**src/rtl/tccf_pkg.sv**
```systemverilog
// Shared types, constants and the digit color table for the tick clock.
// Used by every module of the frame generator; depends on nothing.
package tccf_pkg;

    // Frame layout
    localparam int FRAME_WORDS = 13;
    localparam int WORD_IDX_W  = 4;
    localparam logic [WORD_IDX_W-1:0] WORD_CMD  = '0;
    localparam logic [WORD_IDX_W-1:0] WORD_LAST = WORD_IDX_W'(FRAME_WORDS - 1);

    // Descriptor queue depth between front and back
    localparam int QUEUE_DEPTH_DEFAULT = 2;

    // Register file
    localparam int CFG_INDEX_W = 8;
    localparam int CFG_DATA_W  = 16;

    typedef enum logic [CFG_INDEX_W-1:0] {
        CFG_TICK_LIMIT    = 8'd0,
        CFG_FRAME_COMMAND = 8'd1
    } cfg_reg_t;

    localparam logic [15:0] TICK_LIMIT_RESET    = 16'd500;
    localparam logic [15:0] FRAME_COMMAND_RESET = 16'd0;

    // Time of day
    localparam logic [5:0] SECONDS_RESET = 6'd3;
    localparam logic [5:0] MINUTES_RESET = 6'd11;
    localparam logic [4:0] HOURS_RESET   = 5'd10;
    localparam logic [5:0] SECONDS_WRAP  = 6'd60;
    localparam logic [5:0] MINUTES_WRAP  = 6'd60;
    localparam logic [4:0] HOURS_WRAP    = 5'd24;

    // One frame worth of work: command word and the three digits shown
    typedef struct packed {
        logic [15:0] command;
        logic [3:0]  sec_units;
        logic [3:0]  sec_tens;
        logic [3:0]  min_units;
    } frame_desc_t;

    // Resistor color code, R, G, B per digit
    localparam logic [15:0] COLOR_RGB [10][3] = '{
        '{16'h0000, 16'h0000, 16'h0000},
        '{16'h8CCC, 16'h2666, 16'h0000},
        '{16'hFFFF, 16'h0000, 16'h0000},
        '{16'hFFFF, 16'hA665, 16'h0000},
        '{16'hFFFF, 16'hFFFF, 16'h0000},
        '{16'h0000, 16'hFFFF, 16'h0000},
        '{16'h0000, 16'h0000, 16'hFFFF},
        '{16'hEE13, 16'h828E, 16'hEE13},
        '{16'h3333, 16'h3333, 16'h3333},
        '{16'hFFFF, 16'hFFFF, 16'hFFFF}
    };

    // Color channel word of a digit; digits above nine show as nine
    function automatic logic [15:0] color_word(input logic [3:0] digit, input logic [1:0] chan);
        logic [3:0] d;
        logic [15:0] w;
        d = (digit > 4'd9) ? 4'd9 : digit;
        case (chan)
            2'd0:    w = COLOR_RGB[d][0];
            2'd1:    w = COLOR_RGB[d][1];
            2'd2:    w = COLOR_RGB[d][2];
            default: w = 16'h0000;
        endcase
        return w;
    endfunction

endpackage

```
**src/rtl/tccf_front.sv**
```systemverilog
// Front end of the tick clock: register file, tick counter and time of day.
// Turns each firing tick into a frame descriptor. Depends on tccf_pkg.
module tccf_front (
    input  logic                                clk,
    input  logic                                rst_n,
    input  logic                                push,
    input  logic                                tick,
    input  logic                                cfg_valid,
    input  logic [tccf_pkg::CFG_INDEX_W-1:0]    cfg_index,
    input  logic [tccf_pkg::CFG_DATA_W-1:0]     cfg_data,
    input  logic                                q_full,
    output logic                                q_push,
    output tccf_pkg::frame_desc_t               q_desc
);
    import tccf_pkg::*;

    logic [15:0] tick_limit_reg;
    logic [15:0] frame_command_reg;
    logic [15:0] tick_count_reg, tick_count_next;
    logic [5:0]  seconds_reg, seconds_next;
    logic [5:0]  minutes_reg, minutes_next;
    logic [4:0]  hours_reg, hours_next;

    logic        accept;
    logic        fire;
    logic [5:0]  sec_inc, min_carry, min_inc;
    logic [4:0]  hrs_carry, hrs_inc;
    logic [3:0]  sec_tens, sec_units, min_tens, min_units;

    // Take a word whenever the queue has room; only a firing tick fills a slot
    assign accept = push && !q_full;
    assign fire   = tick && (tick_count_reg >= tick_limit_reg);
    assign q_push = accept && fire;

    // Split seconds and minutes into decimal digits
    always_comb
    begin
        sec_tens = (seconds_reg >= 6'd60) ? 4'd6 : (seconds_reg >= 6'd50) ? 4'd5 :
                   (seconds_reg >= 6'd40) ? 4'd4 : (seconds_reg >= 6'd30) ? 4'd3 :
                   (seconds_reg >= 6'd20) ? 4'd2 : (seconds_reg >= 6'd10) ? 4'd1 : 4'd0;
        min_tens = (minutes_reg >= 6'd60) ? 4'd6 : (minutes_reg >= 6'd50) ? 4'd5 :
                   (minutes_reg >= 6'd40) ? 4'd4 : (minutes_reg >= 6'd30) ? 4'd3 :
                   (minutes_reg >= 6'd20) ? 4'd2 : (minutes_reg >= 6'd10) ? 4'd1 : 4'd0;
        sec_units = 4'(seconds_reg - ({2'b00, sec_tens} * 6'd10));
        min_units = 4'(minutes_reg - ({2'b00, min_tens} * 6'd10));
    end

    assign q_desc.command   = frame_command_reg;
    assign q_desc.sec_units = sec_units;
    assign q_desc.sec_tens  = sec_tens;
    assign q_desc.min_units = min_units;

    // Advance seconds, minutes and hours with their wraps
    always_comb
    begin
        sec_inc   = seconds_reg + 6'd1;
        min_carry = minutes_reg;
        if (sec_inc >= SECONDS_WRAP)
        begin
            sec_inc   = '0;
            min_carry = minutes_reg + 6'd1;
        end
        min_inc   = min_carry;
        hrs_carry = hours_reg;
        if (min_carry >= MINUTES_WRAP)
        begin
            min_inc   = '0;
            hrs_carry = hours_reg + 5'd1;
        end
        hrs_inc = (hrs_carry >= HOURS_WRAP) ? 5'd0 : hrs_carry;
    end

    // Next count and time for an accepted word
    always_comb
    begin
        tick_count_next = tick_count_reg;
        seconds_next    = seconds_reg;
        minutes_next    = minutes_reg;
        hours_next      = hours_reg;
        if (accept && tick)
        begin
            if (fire)
            begin
                tick_count_next = '0;
                seconds_next    = sec_inc;
                minutes_next    = min_inc;
                hours_next      = hrs_inc;
            end
            else
            begin
                tick_count_next = tick_count_reg + 16'd1;
            end
        end
    end

    // Hold state
    always_ff @(posedge clk or negedge rst_n)
    begin
        if (!rst_n)
        begin
            tick_count_reg <= '0;
            seconds_reg    <= SECONDS_RESET;
            minutes_reg    <= MINUTES_RESET;
            hours_reg      <= HOURS_RESET;
        end
        else
        begin
            tick_count_reg <= tick_count_next;
            seconds_reg    <= seconds_next;
            minutes_reg    <= minutes_next;
            hours_reg      <= hours_next;
        end
    end

    // Write registers; drop unknown indexes
    always_ff @(posedge clk or negedge rst_n)
    begin
        if (!rst_n)
        begin
            tick_limit_reg    <= TICK_LIMIT_RESET;
            frame_command_reg <= FRAME_COMMAND_RESET;
        end
        else if (cfg_valid)
        begin
            case (cfg_index)
                CFG_TICK_LIMIT:    tick_limit_reg    <= cfg_data;
                CFG_FRAME_COMMAND: frame_command_reg <= cfg_data;
                default:           ;
            endcase
        end
    end

    // A firing tick always restarts the count
    assert property (@(posedge clk) disable iff (!rst_n)
        q_push |=> (tick_count_reg == 16'd0))
        else $error("count not cleared after frame");

    // Time of day stays in range
    assert property (@(posedge clk) disable iff (!rst_n)
        (seconds_reg < SECONDS_WRAP) && (minutes_reg < MINUTES_WRAP) && (hours_reg < HOURS_WRAP))
        else $error("time of day out of range");

    // Nothing moves while the queue refuses words
    assert property (@(posedge clk) disable iff (!rst_n)
        q_full |=> $stable(tick_count_reg) && $stable(seconds_reg))
        else $error("state advanced while full");

endmodule

```
**src/rtl/tccf_queue.sv**
```systemverilog
// Short descriptor queue between the front end and the frame sequencer.
// Depends on tccf_pkg for the descriptor type.
module tccf_queue #(
    parameter int QUEUE_DEPTH = tccf_pkg::QUEUE_DEPTH_DEFAULT
) (
    input  logic                  clk,
    input  logic                  rst_n,
    input  logic                  q_push,
    input  tccf_pkg::frame_desc_t q_desc_in,
    output logic                  q_full,
    input  logic                  q_pop,
    output logic                  q_valid,
    output tccf_pkg::frame_desc_t q_desc_out
);
    import tccf_pkg::*;

    localparam int PTR_W = (QUEUE_DEPTH > 1) ? $clog2(QUEUE_DEPTH) : 1;
    localparam int CNT_W = $clog2(QUEUE_DEPTH + 1);
    localparam logic [PTR_W-1:0] PTR_LAST = PTR_W'(QUEUE_DEPTH - 1);
    localparam logic [CNT_W-1:0] CNT_FULL = CNT_W'(QUEUE_DEPTH);

    frame_desc_t       slot_reg [QUEUE_DEPTH];
    logic [PTR_W-1:0]  wr_ptr_reg, wr_ptr_next;
    logic [PTR_W-1:0]  rd_ptr_reg, rd_ptr_next;
    logic [CNT_W-1:0]  count_reg, count_next;
    logic              do_push, do_pop;

    assign q_full     = (count_reg == CNT_FULL);
    assign q_valid    = (count_reg != '0);
    assign q_desc_out = slot_reg[rd_ptr_reg];
    assign do_push    = q_push && !q_full;
    assign do_pop     = q_pop && q_valid;

    // Advance pointers and fill count
    always_comb
    begin
        wr_ptr_next = wr_ptr_reg;
        rd_ptr_next = rd_ptr_reg;
        count_next  = count_reg;
        if (do_push)
            wr_ptr_next = (wr_ptr_reg == PTR_LAST) ? '0 : wr_ptr_reg + 1'b1;
        if (do_pop)
            rd_ptr_next = (rd_ptr_reg == PTR_LAST) ? '0 : rd_ptr_reg + 1'b1;
        if (do_push && !do_pop)
            count_next = count_reg + 1'b1;
        else if (do_pop && !do_push)
            count_next = count_reg - 1'b1;
    end

    always_ff @(posedge clk or negedge rst_n)
    begin
        if (!rst_n)
        begin
            wr_ptr_reg <= '0;
            rd_ptr_reg <= '0;
            count_reg  <= '0;
        end
        else
        begin
            wr_ptr_reg <= wr_ptr_next;
            rd_ptr_reg <= rd_ptr_next;
            count_reg  <= count_next;
        end
    end

    // Store descriptors
    always_ff @(posedge clk)
    begin
        if (do_push)
            slot_reg[wr_ptr_reg] <= q_desc_in;
    end

    assert property (@(posedge clk) disable iff (!rst_n)
        count_reg <= CNT_FULL)
        else $error("queue count beyond depth");

    assert property (@(posedge clk) disable iff (!rst_n)
        q_push |-> !q_full)
        else $error("push into full queue");

    assert property (@(posedge clk) disable iff (!rst_n)
        q_pop |-> q_valid)
        else $error("pop from empty queue");

endmodule

```
**src/rtl/tccf_back.sv**
```systemverilog
// Frame sequencer: walks the 13 words of each queued frame into an output register.
// Depends on tccf_pkg for the descriptor type and the color table.
module tccf_back (
    input  logic                                 clk,
    input  logic                                 rst_n,
    input  logic                                 q_valid,
    input  tccf_pkg::frame_desc_t                q_desc,
    output logic                                 q_pop,
    input  logic                                 pop,
    output logic                                 empty,
    output logic [15:0]                          frame_word,
    output logic [tccf_pkg::WORD_IDX_W-1:0]      word_index,
    output logic                                 last_word
);
    import tccf_pkg::*;

    logic [WORD_IDX_W-1:0] word_cnt_reg, word_cnt_next;
    logic                  out_valid_reg, out_valid_next;
    logic [15:0]           frame_word_reg;
    logic [WORD_IDX_W-1:0] word_index_reg;
    logic                  last_word_reg;

    logic                  load;
    logic                  is_last;
    logic [3:0]            digit;
    logic [WORD_IDX_W-1:0] chan_full;
    logic [15:0]           word_value;

    // Refill the output register when it is free or being taken
    assign load    = q_valid && (!out_valid_reg || (pop && out_valid_reg));
    assign is_last = (word_cnt_reg == WORD_LAST);
    assign q_pop   = load && is_last;

    // Pick the digit and color channel for this position
    always_comb
    begin
        digit     = q_desc.sec_units;
        chan_full = '0;
        case (word_cnt_reg) inside
            [4'd1:4'd3]:
            begin
                digit     = q_desc.sec_units;
                chan_full = word_cnt_reg - 4'd1;
            end
            [4'd4:4'd6]:
            begin
                digit     = q_desc.sec_tens;
                chan_full = word_cnt_reg - 4'd4;
            end
            [4'd7:4'd9]:
            begin
                digit     = q_desc.min_units;
                chan_full = word_cnt_reg - 4'd7;
            end
            [4'd10:4'd12]:
            begin
                digit     = q_desc.sec_units;
                chan_full = word_cnt_reg - 4'd10;
            end
            default:
            begin
                digit     = q_desc.sec_units;
                chan_full = '0;
            end
        endcase
        word_value = (word_cnt_reg == WORD_CMD) ? q_desc.command
                                                : color_word(digit, chan_full[1:0]);
    end

    // Advance word position and output valid
    always_comb
    begin
        word_cnt_next  = word_cnt_reg;
        out_valid_next = out_valid_reg;
        if (load)
        begin
            word_cnt_next  = is_last ? WORD_CMD : word_cnt_reg + 1'b1;
            out_valid_next = 1'b1;
        end
        else if (pop && out_valid_reg)
        begin
            out_valid_next = 1'b0;
        end
    end

    always_ff @(posedge clk or negedge rst_n)
    begin
        if (!rst_n)
        begin
            word_cnt_reg  <= WORD_CMD;
            out_valid_reg <= 1'b0;
        end
        else
        begin
            word_cnt_reg  <= word_cnt_next;
            out_valid_reg <= out_valid_next;
        end
    end

    // Hold the outgoing word
    always_ff @(posedge clk)
    begin
        if (load)
        begin
            frame_word_reg <= word_value;
            word_index_reg <= word_cnt_reg;
            last_word_reg  <= is_last;
        end
    end

    assign empty      = !out_valid_reg;
    assign frame_word = frame_word_reg;
    assign word_index = word_index_reg;
    assign last_word  = last_word_reg;

    assert property (@(posedge clk) disable iff (!rst_n)
        word_cnt_reg <= WORD_LAST)
        else $error("word position beyond frame");

    assert property (@(posedge clk) disable iff (!rst_n)
        out_valid_reg |-> (last_word_reg == (word_index_reg == WORD_LAST)))
        else $error("last flag out of step with word index");

    assert property (@(posedge clk) disable iff (!rst_n)
        q_pop |=> (word_cnt_reg == WORD_CMD) && out_valid_reg && last_word_reg)
        else $error("frame released before its last word");

endmodule

```
**src/rtl/tick_clock_color_frame.sv**
```systemverilog
// Top level of the tick clock with LED color frame output.
// Instantiates tccf_front, tccf_queue and tccf_back; depends on tccf_pkg.
//
// Usage:
//   Input channel (push/full, field tick): one word per timer tick. A tick of
//   zero is taken and ignored. Ticks that do not complete a second produce
//   nothing; the tick that does produces one 13-word frame.
//   Output channel (empty/pop): frame_word, word_index 0..12, last_word on
//   word 12. A word is taken when pop is high and empty is low.
//   Config channel (cfg_valid/cfg_ready, always ready): index 0 tick_limit,
//   index 1 frame_command; other indexes are dropped. Write only when idle.
// Timing:
//   A firing tick is classified in the cycle it is taken; its descriptor
//   is queued, and its first word goes from the queue into the output register.
//   The sequencer then delivers one word per cycle while pop is held, all
//   through that single register. Ticks are taken every cycle as long as
//   the queue (QUEUE_DEPTH frames) has room; full rises when it is full.
// Reset: time 10:11:03, count 0, tick_limit 500, frame_command 0, no words.
// A stalled receiver holds the current word; the queue then fills and full
// rises, after which no tick is taken until words drain.
module tick_clock_color_frame #(
    parameter int QUEUE_DEPTH = tccf_pkg::QUEUE_DEPTH_DEFAULT
) (
    input  logic                                clk,
    input  logic                                rst_n,
    input  logic                                push,
    output logic                                full,
    input  logic                                tick,
    output logic                                empty,
    input  logic                                pop,
    output logic [15:0]                         frame_word,
    output logic [tccf_pkg::WORD_IDX_W-1:0]     word_index,
    output logic                                last_word,
    input  logic                                cfg_valid,
    output logic                                cfg_ready,
    input  logic [tccf_pkg::CFG_INDEX_W-1:0]    cfg_index,
    input  logic [tccf_pkg::CFG_DATA_W-1:0]     cfg_data
);
    import tccf_pkg::*;

    logic        q_full, q_push, q_pop, q_valid;
    frame_desc_t desc_in, desc_out;

    assign full      = q_full;
    assign cfg_ready = 1'b1;

    // Accept and classify ticks
    tccf_front u_front (
        .clk       (clk),
        .rst_n     (rst_n),
        .push      (push),
        .tick      (tick),
        .cfg_valid (cfg_valid),
        .cfg_index (cfg_index),
        .cfg_data  (cfg_data),
        .q_full    (q_full),
        .q_push    (q_push),
        .q_desc    (desc_in)
    );

    // Buffer pending frames
    tccf_queue #(
        .QUEUE_DEPTH (QUEUE_DEPTH)
    ) u_queue (
        .clk        (clk),
        .rst_n      (rst_n),
        .q_push     (q_push),
        .q_desc_in  (desc_in),
        .q_full     (q_full),
        .q_pop      (q_pop),
        .q_valid    (q_valid),
        .q_desc_out (desc_out)
    );

    // Emit frame words
    tccf_back u_back (
        .clk        (clk),
        .rst_n      (rst_n),
        .q_valid    (q_valid),
        .q_desc     (desc_out),
        .q_pop      (q_pop),
        .pop        (pop),
        .empty      (empty),
        .frame_word (frame_word),
        .word_index (word_index),
        .last_word  (last_word)
    );

endmodule

```
**config.mk**
```make
export PLATFORM = sky130hd
export DESIGN_NAME = tick_clock_color_frame
export DESIGN_NICKNAME = d
export VERILOG_FILES = /design/src/rtl/tccf_pkg.sv /design/src/rtl/tccf_front.sv /design/src/rtl/tccf_queue.sv /design/src/rtl/tccf_back.sv /design/src/rtl/tick_clock_color_frame.sv
export SDC_FILE = /design/constraint.sdc
export NUM_CORES = 1
export LEC_CHECK = 0
export ABC_AREA = 1
export BUFFER_PORTS_ARGS = -buffer_cell sky130_fd_sc_hd__buf_2
export CORE_MARGIN = 8
export CORE_UTILIZATION = 40
export DETAILED_ROUTE_END_ITERATION = 6
export GPL_TIMING_DRIVEN = 0
export SYNTH_ARGS = -nofsm -noshare
export SYNTH_HDL_FRONTEND = slang
export SYNTH_HIERARCHICAL = 1
export SYNTH_SLANG_ARGS = --single-unit
```
**constraint.sdc**
```tcl
create_clock -name clk -period 3.2 [get_ports clk]
set_clock_uncertainty 0.2 [all_clocks]
set_input_delay 0.64 -clock clk [delete_from_list [all_inputs] [get_ports clk]]
set_output_delay 0.64 -clock clk [all_outputs]
set_load 0.02 [all_outputs]
```
==> impl_metrics.env, run 1 <==
export IMPL_max_cap_violations=0
export IMPL_via_per_inst=4.67
export IMPL_synth_seq_cells=146
export IMPL_grt_max_degree=38
export IMPL_ys_flop_type="edfxtp_1"
export IMPL_ir_worst_vdd_uv=416
export IMPL_yosysTopAreaCell="edfxtp_1"
export IMPL_startpoint_type="flip-flop"
export IMPL_critical_path_class="reg2reg"
export IMPL_drive_gt1_frac=0.196
export IMPL_drt_initial_drc_count=443
export IMPL_power_frac_clock=0.220
export IMPL_overflow=0
export IMPL_syn_nets=999
export IMPL_synth_edff_count=77
export IMPL_worstMarginPinSlew_ns=0.933
export IMPL_internal_power_mw=5.53
export IMPL_p_total_mw=9.47
export IMPL_synth_top_cell_area_share=0.292
export IMPL_fin_nets=1097
export IMPL_grt_pass1_vias=5804
export IMPL_hp_class="reg2reg"
export IMPL_cts_root_buf="clkbuf_16"
export IMPL_ys_seq_area_frac=0.512
export IMPL_cts_max_level=4
export IMPL_syn_area_per_cell_um2=8.49
export IMPL_endpoint_kind="flip-flop"
export IMPL_switchingPower_mw=3.94
export IMPL_clkTransAtPathRegs_ns=0.06
export IMPL_rows=51
export IMPL_critical_path_arrival_ns=3.00
export IMPL_die_area_mm2=0.0246
export IMPL_max_slew_margin=0.377
export IMPL_combPwrFrac=0.483
export IMPL_min_period_ns=3.04
export IMPL_status="finished clean"
export IMPL_max_clock_freq_ghz=0.329
export IMPL_initial_core_util=0.407
export IMPL_die_h_um=157
export IMPL_drc=0
export IMPL_numPortBuffers=52
export IMPL_grt_usage=0.146
export IMPL_synth_area_leaders="edfxtp_1 29%, dfrtp_1 18%, nand2_1 16%, inv_1 5.5%, ha_1 5.4%"
export IMPL_routedWlPerCell_um=13.2
export IMPL_p_per_area_mw_per_mm2=1000
export IMPL_cts_tree="yes"
export IMPL_synthTopCellsByCount="328 x nand2_1, 117 x inv_1, 77 x edfxtp_1"
export IMPL_dp_hpwl_mm=12.3
export IMPL_pre_cts_ws_ns=-0.524
export IMPL_seqPwrFrac=0.297
export IMPL_syn_area_mm2=0.00792
export IMPL_syn_inst=933
export IMPL_grt_antenna_before_repair=0
export IMPL_yosysMostFrequentCell="nand2_1"
export IMPL_grt_pass1_wl_mm=28.6
export IMPL_gp_congestion=0.858
export IMPL_wirelength_mm=17.2
export IMPL_synthArstFlopShare=0.473
export IMPL_fin_crit_sh=0.949
export IMPL_critPathRequiredTime_ns=3.16
export IMPL_core_mm2=0.0195
export IMPL_ys_warn_count=6
export IMPL_hold_viol_final=0
export IMPL_clockBufferDepth=2
export IMPL_setup_ws_ns=0.162
export IMPL_p_leak_nw=4.54
export IMPL_largest_reg_flops=56
export IMPL_post_route_util=0.487
export IMPL_syn_to_final_growth_pct=19.6
export IMPL_io_pins=54
export IMPL_ant_nets=0
export IMPL_slew_violations=0
export IMPL_setup_viol=0
export IMPL_die_w_um=157
export IMPL_cts_sinks=146
export IMPL_synth_cell_types=43
export IMPL_cp_max_fo=7
export IMPL_clk_latency_ns=0.41
export IMPL_diodes=0
export IMPL_cts_buffers=17
export IMPL_vias=6114
export IMPL_p_sw_frac=0.416
export IMPL_firstDrtPassIters=4
==> stage by stage <==
step	cell area, µm²	cells	hold slack (ns)	TNS (ns)
floorplan	7930	933	0.144	0
global placement	8520	1250	0.252	-33.13
detailed placement	8540	1251	0.259	-23.31
CTS	9330	1297	0.270	0
global route	9470	1309	0.282	-0.205
finish	9470	1309	0.269	0
==> placed cells by master, fill, tap and decap left out, drive strengths merged <==
| master | netlist | final |
|---|---|---|
| nand2 | 349 | 349 |
| inv | 123 | 126 |
| buf | 18 | 94 |
| edfxtp | 77 | 77 |
| nand3 | 66 | 66 |
| o21ai | 59 | 59 |
| dfrtp | 58 | 58 |
| nor2 | 55 | 56 |
| ha | 34 | 34 |
| clkbuf | 8 | 30 |
| a21oi | 20 | 20 |
| nand4 | 12 | 12 |
| dfstp | 11 | 11 |
| xor2 | 9 | 9 |
| nor3 | 7 | 7 |
| nand3b | 4 | 4 |
| xnor2 | 4 | 4 |
| clkinv | 0 | 4 |
| clkinvlp | 0 | 3 |
| or2 | 3 | 3 |
| conb | 2 | 2 |
| o211ai | 2 | 2 |
| o22ai | 2 | 2 |
| a21o | 2 | 2 |
| fa | 2 | 2 |
| o21bai | 2 | 2 |
| bufinv | 0 | 1 |
| dlygate4sd3 | 0 | 1 |
| a31o | 1 | 1 |
| a22oi | 1 | 1 |
| nor4 | 1 | 1 |
| or3 | 1 | 1 |
==> final timing paths <==
path | from | endpoint | slack (ns) | cells past startpoint
setup / recovery | u_back/word_cnt_reg[0] | u_back/frame_word[3] | 0.16 | 18
hold / removal | u_queue/count_reg[1] | u_queue/count_reg[1] | 0.27 | 2
setup reg to reg | u_back/word_cnt_reg[0] | u_back/frame_word[3] | 0.16 | 18
hold reg to reg | u_queue/count_reg[1] | u_queue/count_reg[1] | 0.27 | 2
max in group asynchronous | rst_n | u_front/seconds_reg[0] | 1.66 | 3
min in group asynchronous | rst_n | u_front/tick_limit_reg[15] | 0.51 | 2
==> what timing repair did <==
action	CTS	global route
pin swaps	4	8
cloned	2	0
hold buffers	1	0
buffers inserted	11	12
endpoints found under the setup margin	71	72
endpoints found under the hold margin	27	0
resized for setup	9	14
==> worst max-delay path: stages, from the launching register on <==
cell and delay, ns:
dfrtp_2 0.43, buf_4 0.16, ha_1 0.23, nand3_2 0.19, nand2_4 0.10, nand3_2 0.10, nand2_1 0.09, nor2_4 0.22
a21oi_4 0.10, buf_4 0.14, ha_1 0.16, inv_1 0.07, nand3_1 0.10, nand2_1 0.07, nand2_1 0.05, nand3_1 0.11
nand3_1 0.10, nand2_2 0.09, nand2_1 0.08
==> metal layers <==
metal / part of all wire / vias to the layer above / track usage
li1: - / 3186 / -
met3: 0.037 / 13 / 0.0334
met1: 0.47 / 2805 / 0.191
met2: 0.48 / 110 / 0.238
met5: 0 / - / 0
met4: 0.012 / 0 / 0.0430
==> kinds of logic (layout without fill, tap and decap cells) <==
kind of cell,count (synthesis),after routing,share of synthesized area
compound gates,89,89,0.0606
xor+xnor,13,13,0.0144
fa+ha+maj,36,36,0.0587
buf+inv,149,259,0.0791
flops,146,146,0.512
other cells,2,2,0.000948
simple gates,498,499,0.275
==> power groups by stage <==
stage / Sequential [mW] / Combinational (mW) / Clock, mW
global placement: 2.85 / 4.07 / 0
global route: 2.86 / 5.18 / 2.21
detailed placement: 2.86 / 4.10 / 0
finish: 2.81 / 4.58 / 2.08
CTS: 2.82 / 4.29 / 2.13
floorplan: 3.01 / 2.92 / 0
==> layout make-up <==
type	instances	area, µm²
plain buffers	26	165
clock buffers	22	529
clock inverters	10	106
fillers	1871	9990
inverters	123	468
multi-input cells	639	3320
flip-flops and latches	146	4060
well taps	265	332
repair buffers	77	490
repair inverters	1	7.51
No activity file was read; power rests on OpenSTA's default activity.
==> run 2: changes to the inputs <==
--- a/config.mk
+++ b/config.mk
@@ -7,10 +7,13 @@
 export LEC_CHECK = 0
 export ABC_AREA = 1
 export BUFFER_PORTS_ARGS = -buffer_cell sky130_fd_sc_hd__buf_2
+export CELL_PAD_IN_SITES_DETAIL_PLACEMENT = 0
+export CELL_PAD_IN_SITES_GLOBAL_PLACEMENT = 1
 export CORE_MARGIN = 8
 export CORE_UTILIZATION = 40
 export DETAILED_ROUTE_END_ITERATION = 6
 export GPL_TIMING_DRIVEN = 0
+export PLACE_DENSITY_LB_ADDON = 0.1
 export SYNTH_ARGS = -nofsm -noshare
 export SYNTH_HDL_FRONTEND = slang
 export SYNTH_HIERARCHICAL = 1
==> constraint.sdc (replaced) <==
create_clock -name clk -period 3 [get_ports clk]
set_clock_uncertainty 0.2 [all_clocks]
set_input_delay 0.6 -clock clk [delete_from_list [all_inputs] [get_ports clk]]
set_output_delay 0.6 -clock clk [all_outputs]
set_load 0.02 [all_outputs]
==> impl_metrics.env, run 2 (same netlist as run 1, synthesis figures left out) <==
export IMPL_startpoint_type="flip-flop"
export IMPL_vias=6085
export IMPL_critPathRequiredTime_ns=2.98
export IMPL_tns_ns=0
export IMPL_firstDrtPassIters=4
export IMPL_hold_depth=3
export IMPL_die_area_mm2=0.0246
export IMPL_ir_worst_vdd_uv=421
export IMPL_largest_reg_flops=56
export IMPL_cts_buffers=17
export IMPL_drc=0
export IMPL_hp_class="in2reg"
export IMPL_grt_pass1_vias=5982
export IMPL_critical_path_class="reg2reg"
export IMPL_r2r_end="u_back/frame_word[10]"
export IMPL_place_inst=1251
export IMPL_die_w_um=157
export IMPL_cts_root_buf="clkbuf_16"
export IMPL_max_clock_freq_ghz=0.350
export IMPL_final_cell_mix="314 x nand2_1, 107 x inv_1, 77 x edfxtp_1"
export IMPL_endpoint_kind="flip-flop"
export IMPL_initial_core_util=0.407
export IMPL_rows=51
export IMPL_hold_viol_final=0
export IMPL_wirelength_mm=18.1
export IMPL_r2r_setup_slack_ns=0.14
export IMPL_grt_pass1_wl_mm=29.9
export IMPL_whs_endpoint="u_back/out_valid_reg"
export IMPL_cp_max_fo=7
export IMPL_cts_max_level=4
export IMPL_overflow=0
export IMPL_final_common_cell="nand2_1"
export IMPL_slew_violations=0
export IMPL_highest_layer="met4"
export IMPL_ant_nets=0
export IMPL_fin_hold_ws_ns=0.239
export IMPL_rr_worst_depth=20
export IMPL_fin_crit_sh=0.953
export IMPL_core_mm2=0.0195
export IMPL_worstMarginPinSlew_ns=0.914
export IMPL_critical_path_arrival_ns=2.84
export IMPL_p_leak_nw=4.61
export IMPL_setup_viol=0
export IMPL_gp_congestion=0.798
export IMPL_crit_path_frequent_cell="nand2_1"
export IMPL_numPortBuffers=52
export IMPL_wl_met1_mm=8.26
export IMPL_die_h_um=157
export IMPL_drive_gt1_frac=0.234
export IMPL_met2WireLength_mm=8.96
export IMPL_cpPeakStageDelay_ns=0.43
export IMPL_grt_usage=0.154
export IMPL_routedWlPerCell_um=13.7
export IMPL_cts_tree="yes"
export IMPL_crit_slowest_cell="dfrtp_2"
export IMPL_max_cap_violations=0
export IMPL_wl_met3_um=647
export IMPL_grt_max_degree=44
export IMPL_via_per_inst=4.63
export IMPL_cts_sinks=146
export IMPL_dp_hpwl_mm=13.0
export IMPL_status="finished clean"
export IMPL_diodes=0
export IMPL_syn_to_final_growth_pct=22.7
export IMPL_stdcell_count=1315
export IMPL_path_cells="buf_4, ha_2, inv_2, nand2_2, nand2_4, nand3_4, nand2_2, nand2_4, buf_4, nor2_4, inv_2, ha_4, nand3_4, nand2_1, inv_1, nand2_1, nand2_2, nand3_2, nand2_1, nand2_1"
export IMPL_p_per_area_mw_per_mm2=1110
export IMPL_max_slew_margin=0.390
export IMPL_fin_nets=1103
export IMPL_io_pins=54
export IMPL_clk_latency_ns=0.42
export IMPL_grt_antenna_before_repair=0
export IMPL_worstReg2RegStart="u_back/word_cnt_reg[0]"
export IMPL_clkTransAtPathRegs_ns=0.07
export IMPL_hold_start="pop"
export IMPL_clockBufferDepth=2
export IMPL_drt_initial_drc_count=210
export IMPL_min_period_ns=2.86
==> run 2: stage by stage <==
| step | utilization | instance area [µm²] | total power [mW] | setup WS, ns |
|---|---|---|---|---|
| 2_1_floorplan | - | 7930 | 6.33 | 0.00194 |
| 3_3_place_gp | 0.438 | 8520 | 7.56 | -0.765 |
| 3_5_place_dp | 0.439 | 8550 | 7.55 | -0.759 |
| 4_1_cts | 0.488 | 9500 | 10.3 | 0.000460 |
| 5_1_grt | 0.500 | 9720 | 11.7 | -0.0289 |
| 6_report | 0.500 | 9720 | 10.8 | 0.141 |
==> run 2: worst max-delay path by stage <==
stage,cells past startpoint,endpoint,start
after global routing,21,u_back/frame_word[3],u_back/word_cnt_reg[0]
final,20,u_back/frame_word[10],u_back/word_cnt_reg[0]
after global placement,13,u_queue/slot_reg[0][20],u_front/tick_limit_reg[8]
after floorplan,13,u_queue/slot_reg[0][0],u_front/tick_limit_reg[8]
after detailed placement,13,u_queue/slot_reg[0][2],u_front/tick_limit_reg[8]
after CTS,14,u_queue/slot_reg[0][23],u_front/tick_limit_reg[8]
==> run 2: worst max-delay path: cells and delay by family (launching register included) <==
kind | cells | cell delay (ns)
and+or+nand+nor | 13 | 1.05
buffers and inverters | 5 | 0.48
DFF | 1 | 0.43
adders and majority gates | 2 | 0.44
==> run 2: what timing repair did <==
item                                   in CTS  in global routing
gates cloned                                2                  0
pin swaps                                  10                 18
buffers inserted                           22                  8
endpoints found under the hold margin      20                  0
resized for setup                          27                 49
setup endpoints to repair                  73                 76
hold buffers                                1                  0
==> run 2: layer usage <==
layer,vias to the layer above,global-route usage
met1,2793,0.198
met2,71,0.258
li1,3210,-
met3,11,0.0279
met4,0,0.0499
met5,-,0
==> run 2: area by class of cell <==
type | count | area [µm²]
flip-flops and latches | 146 | 4060
clock buffers | 17 | 425
fillers | 1888 | 9740
repair buffers | 84 | 579
repair inverters | 1 | 7.51
inverters | 123 | 470
multi-input cells | 639 | 3500
plain buffers | 25 | 169
clock inverters | 15 | 185
well taps | 265 | 332
==> run 2: power breakdown <==
part | internal, mW | switching (mW) | leakage, nW
logic | 2.08 | 3.58 | 2.69
clock network | 1.20 | 0.949 | 0.298
registers | 2.80 | 0.206 | 1.62
==> run 3: changes to the inputs <==
--- a/config.mk
+++ b/config.mk
@@ -14,6 +14,7 @@
 export DETAILED_ROUTE_END_ITERATION = 6
 export GPL_TIMING_DRIVEN = 0
 export PLACE_DENSITY_LB_ADDON = 0.1
+export RECOVER_POWER = 50
 export SYNTH_ARGS = -nofsm -noshare
 export SYNTH_HDL_FRONTEND = slang
 export SYNTH_HIERARCHICAL = 1
==> impl_metrics.env, run 3 (same netlist as run 1, synthesis figures left out) <==
export IMPL_core_mm2=0.0195
export IMPL_worstMarginPinSlew_ns=1.64
export IMPL_wirelength_mm=18.1
export IMPL_fin_nets=1103
export IMPL_largest_reg_flops=56
export IMPL_grt_antenna_before_repair=0
export IMPL_grt_pass1_vias=5982
export IMPL_startpoint_type="flip-flop"
export IMPL_setup_viol=0
export IMPL_max_slew_margin=-0.0931
export IMPL_wl_met3_um=669
export IMPL_drive_gt1_frac=0.210
export IMPL_cts_max_level=4
export IMPL_cts_sinks=146
export IMPL_clkTransAtPathRegs_ns=0.07
export IMPL_p_per_area_mw_per_mm2=1110
export IMPL_hp_class="in2reg"
export IMPL_regArea_mm2=0.00406
export IMPL_min_period_ns=2.86
export IMPL_critical_path_class="reg2reg"
export IMPL_critical_path_arrival_ns=2.84
export IMPL_ant_nets=0
export IMPL_routedWlPerCell_um=13.8
export IMPL_highest_layer="met4"
export IMPL_met2WireLength_mm=8.88
export IMPL_hold_viol_final=0
export IMPL_drc=0
export IMPL_io_pins=54
export IMPL_gp_congestion=0.798
export IMPL_status="complete, but fails checks"
export IMPL_postPlaceCellArea_mm2=0.00855
export IMPL_overflow=0
export IMPL_fin_hold_ws_ns=0.237
export IMPL_p_leak_nw=4.54
export IMPL_grt_usage=0.154
export IMPL_stdcell_area_mm2=0.00969
export IMPL_die_h_um=157
export IMPL_critPathRequiredTime_ns=2.98
export IMPL_grt_pass1_wl_mm=29.9
export IMPL_p_total_mw=10.8
export IMPL_cts_buffers=17
export IMPL_post_route_util=0.498
export IMPL_via_per_inst=4.62
export IMPL_dp_hpwl_mm=13.0
export IMPL_pre_cts_ws_ns=-0.759
export IMPL_rows=51
export IMPL_grt_max_degree=44
export IMPL_setup_ws_ns=0.143
export IMPL_wl_met1_mm=8.28
export IMPL_cts_tree="yes"
export IMPL_cp_max_fo=7
export IMPL_fin_crit_sh=0.952
export IMPL_syn_to_final_growth_pct=22.3
export IMPL_max_clock_freq_ghz=0.350
export IMPL_max_cap_violations=1
export IMPL_violations="max-capacitance violations, max-slew violations"
export IMPL_multi_input_area_mm2=0.00350
export IMPL_ir_worst_vdd_uv=424
export IMPL_clockBufferDepth=2
export IMPL_initial_core_util=0.407
export IMPL_clk_latency_ns=0.42
export IMPL_slew_violations=27
export IMPL_final_common_cell="nand2_1"
export IMPL_fill_cells=1909
export IMPL_endpoint_kind="flip-flop"
export IMPL_final_cell_mix="314 x nand2_1, 107 x inv_1, 77 x edfxtp_1"
export IMPL_vias=6080
export IMPL_die_w_um=157
export IMPL_cts_root_buf="clkbuf_16"
export IMPL_diodes=0
export IMPL_numPortBuffers=52
export IMPL_drt_initial_drc_count=217
export IMPL_die_area_mm2=0.0246
export IMPL_firstDrtPassIters=4
run 3: cell count changes in the layout (fill, tap and decap cells not counted):
| cell | delta |
|---|---|
| dfstp_2 | -2 |
| clkbuf_1 | +24 |
| buf_2 | -23 |
| dfstp_1 | +2 |
| buf_4 | -4 |
| clkbuf_4 | +3 |
run 3: timing repair:
action	4_1_cts	5_1_grt
endpoints found under the hold margin	20	0
cloned	2	0
endpoints found under the setup margin	73	76
setup buffers	22	8
hold buffers	1	0
pin swaps	10	18
resized for setup	27	49
run 3: power breakdown:
group | leakage, nW | total (mW) | internal [mW] | switching, mW
clock | 0.298 | 2.15 | 1.20 | 0.951
combinational | 2.62 | 5.61 | 2.04 | 3.58
sequential | 1.62 | 3.01 | 2.80 | 0.212
run 3: per-layer routing:
metal,up-vias,GRT usage
li1,3210,-
met2,76,0.258
met3,16,0.0279
met4,0,0.0499
met1,2778,0.198
met5,-,0
run 3: worst max-delay path, stage by stage, from the launching register on:
cell     delay (ns)
dfrtp_2        0.43
buf_4          0.15
ha_2           0.18
inv_2          0.05
nand2_2        0.06
nand2_4        0.13
nand3_4        0.09
nand2_2        0.09
nand2_4        0.06
buf_4          0.14
nor2_4         0.12
inv_2          0.09
ha_4           0.26
nand3_4        0.08
nand2_1        0.05
inv_1          0.05
nand2_1        0.07
nand2_2        0.11
nand3_2        0.07
nand2_1        0.07
nand2_1        0.05
run 3: layout make-up:
type / count / share of cell area
flip-flops and latches: 146 / 0.419
repair inverters: 1 / 0.000775
repair buffers: 84 / 0.0566
multi-input cells: 639 / 0.361
inverters: 123 / 0.0486
clock buffers: 17 / 0.0439
well taps: 265 / 0.0342
plain buffers: 25 / 0.0173
clock inverters: 15 / 0.0191
run 3: path summary, 6_finish.rpt:
path | from | end | slack, ns | depth (start not counted)
max | u_back/word_cnt_reg[0] | u_back/frame_word[10] | 0.14 | 20
min | pop | u_back/out_valid_reg | 0.24 | 3
max reg2reg | u_back/word_cnt_reg[0] | u_back/frame_word[10] | 0.14 | 20
min reg2reg | u_front/frame_command_reg[4] | u_queue/slot_reg[1][16] | 0.28 | 0
max in group asynchronous | rst_n | u_front/minutes_reg[3] | 0.66 | 3
min in group asynchronous | rst_n | u_front/frame_command_reg[8] | 0.94 | 2
run 3: metrics by stage:
stage	cells	TNS, ns
after floorplan	933	0
after global placement	1250	-41.47
after detailed placement	1251	-40.92
after CTS	1308	0
after global routing	1315	-0.0684
final	1315	0
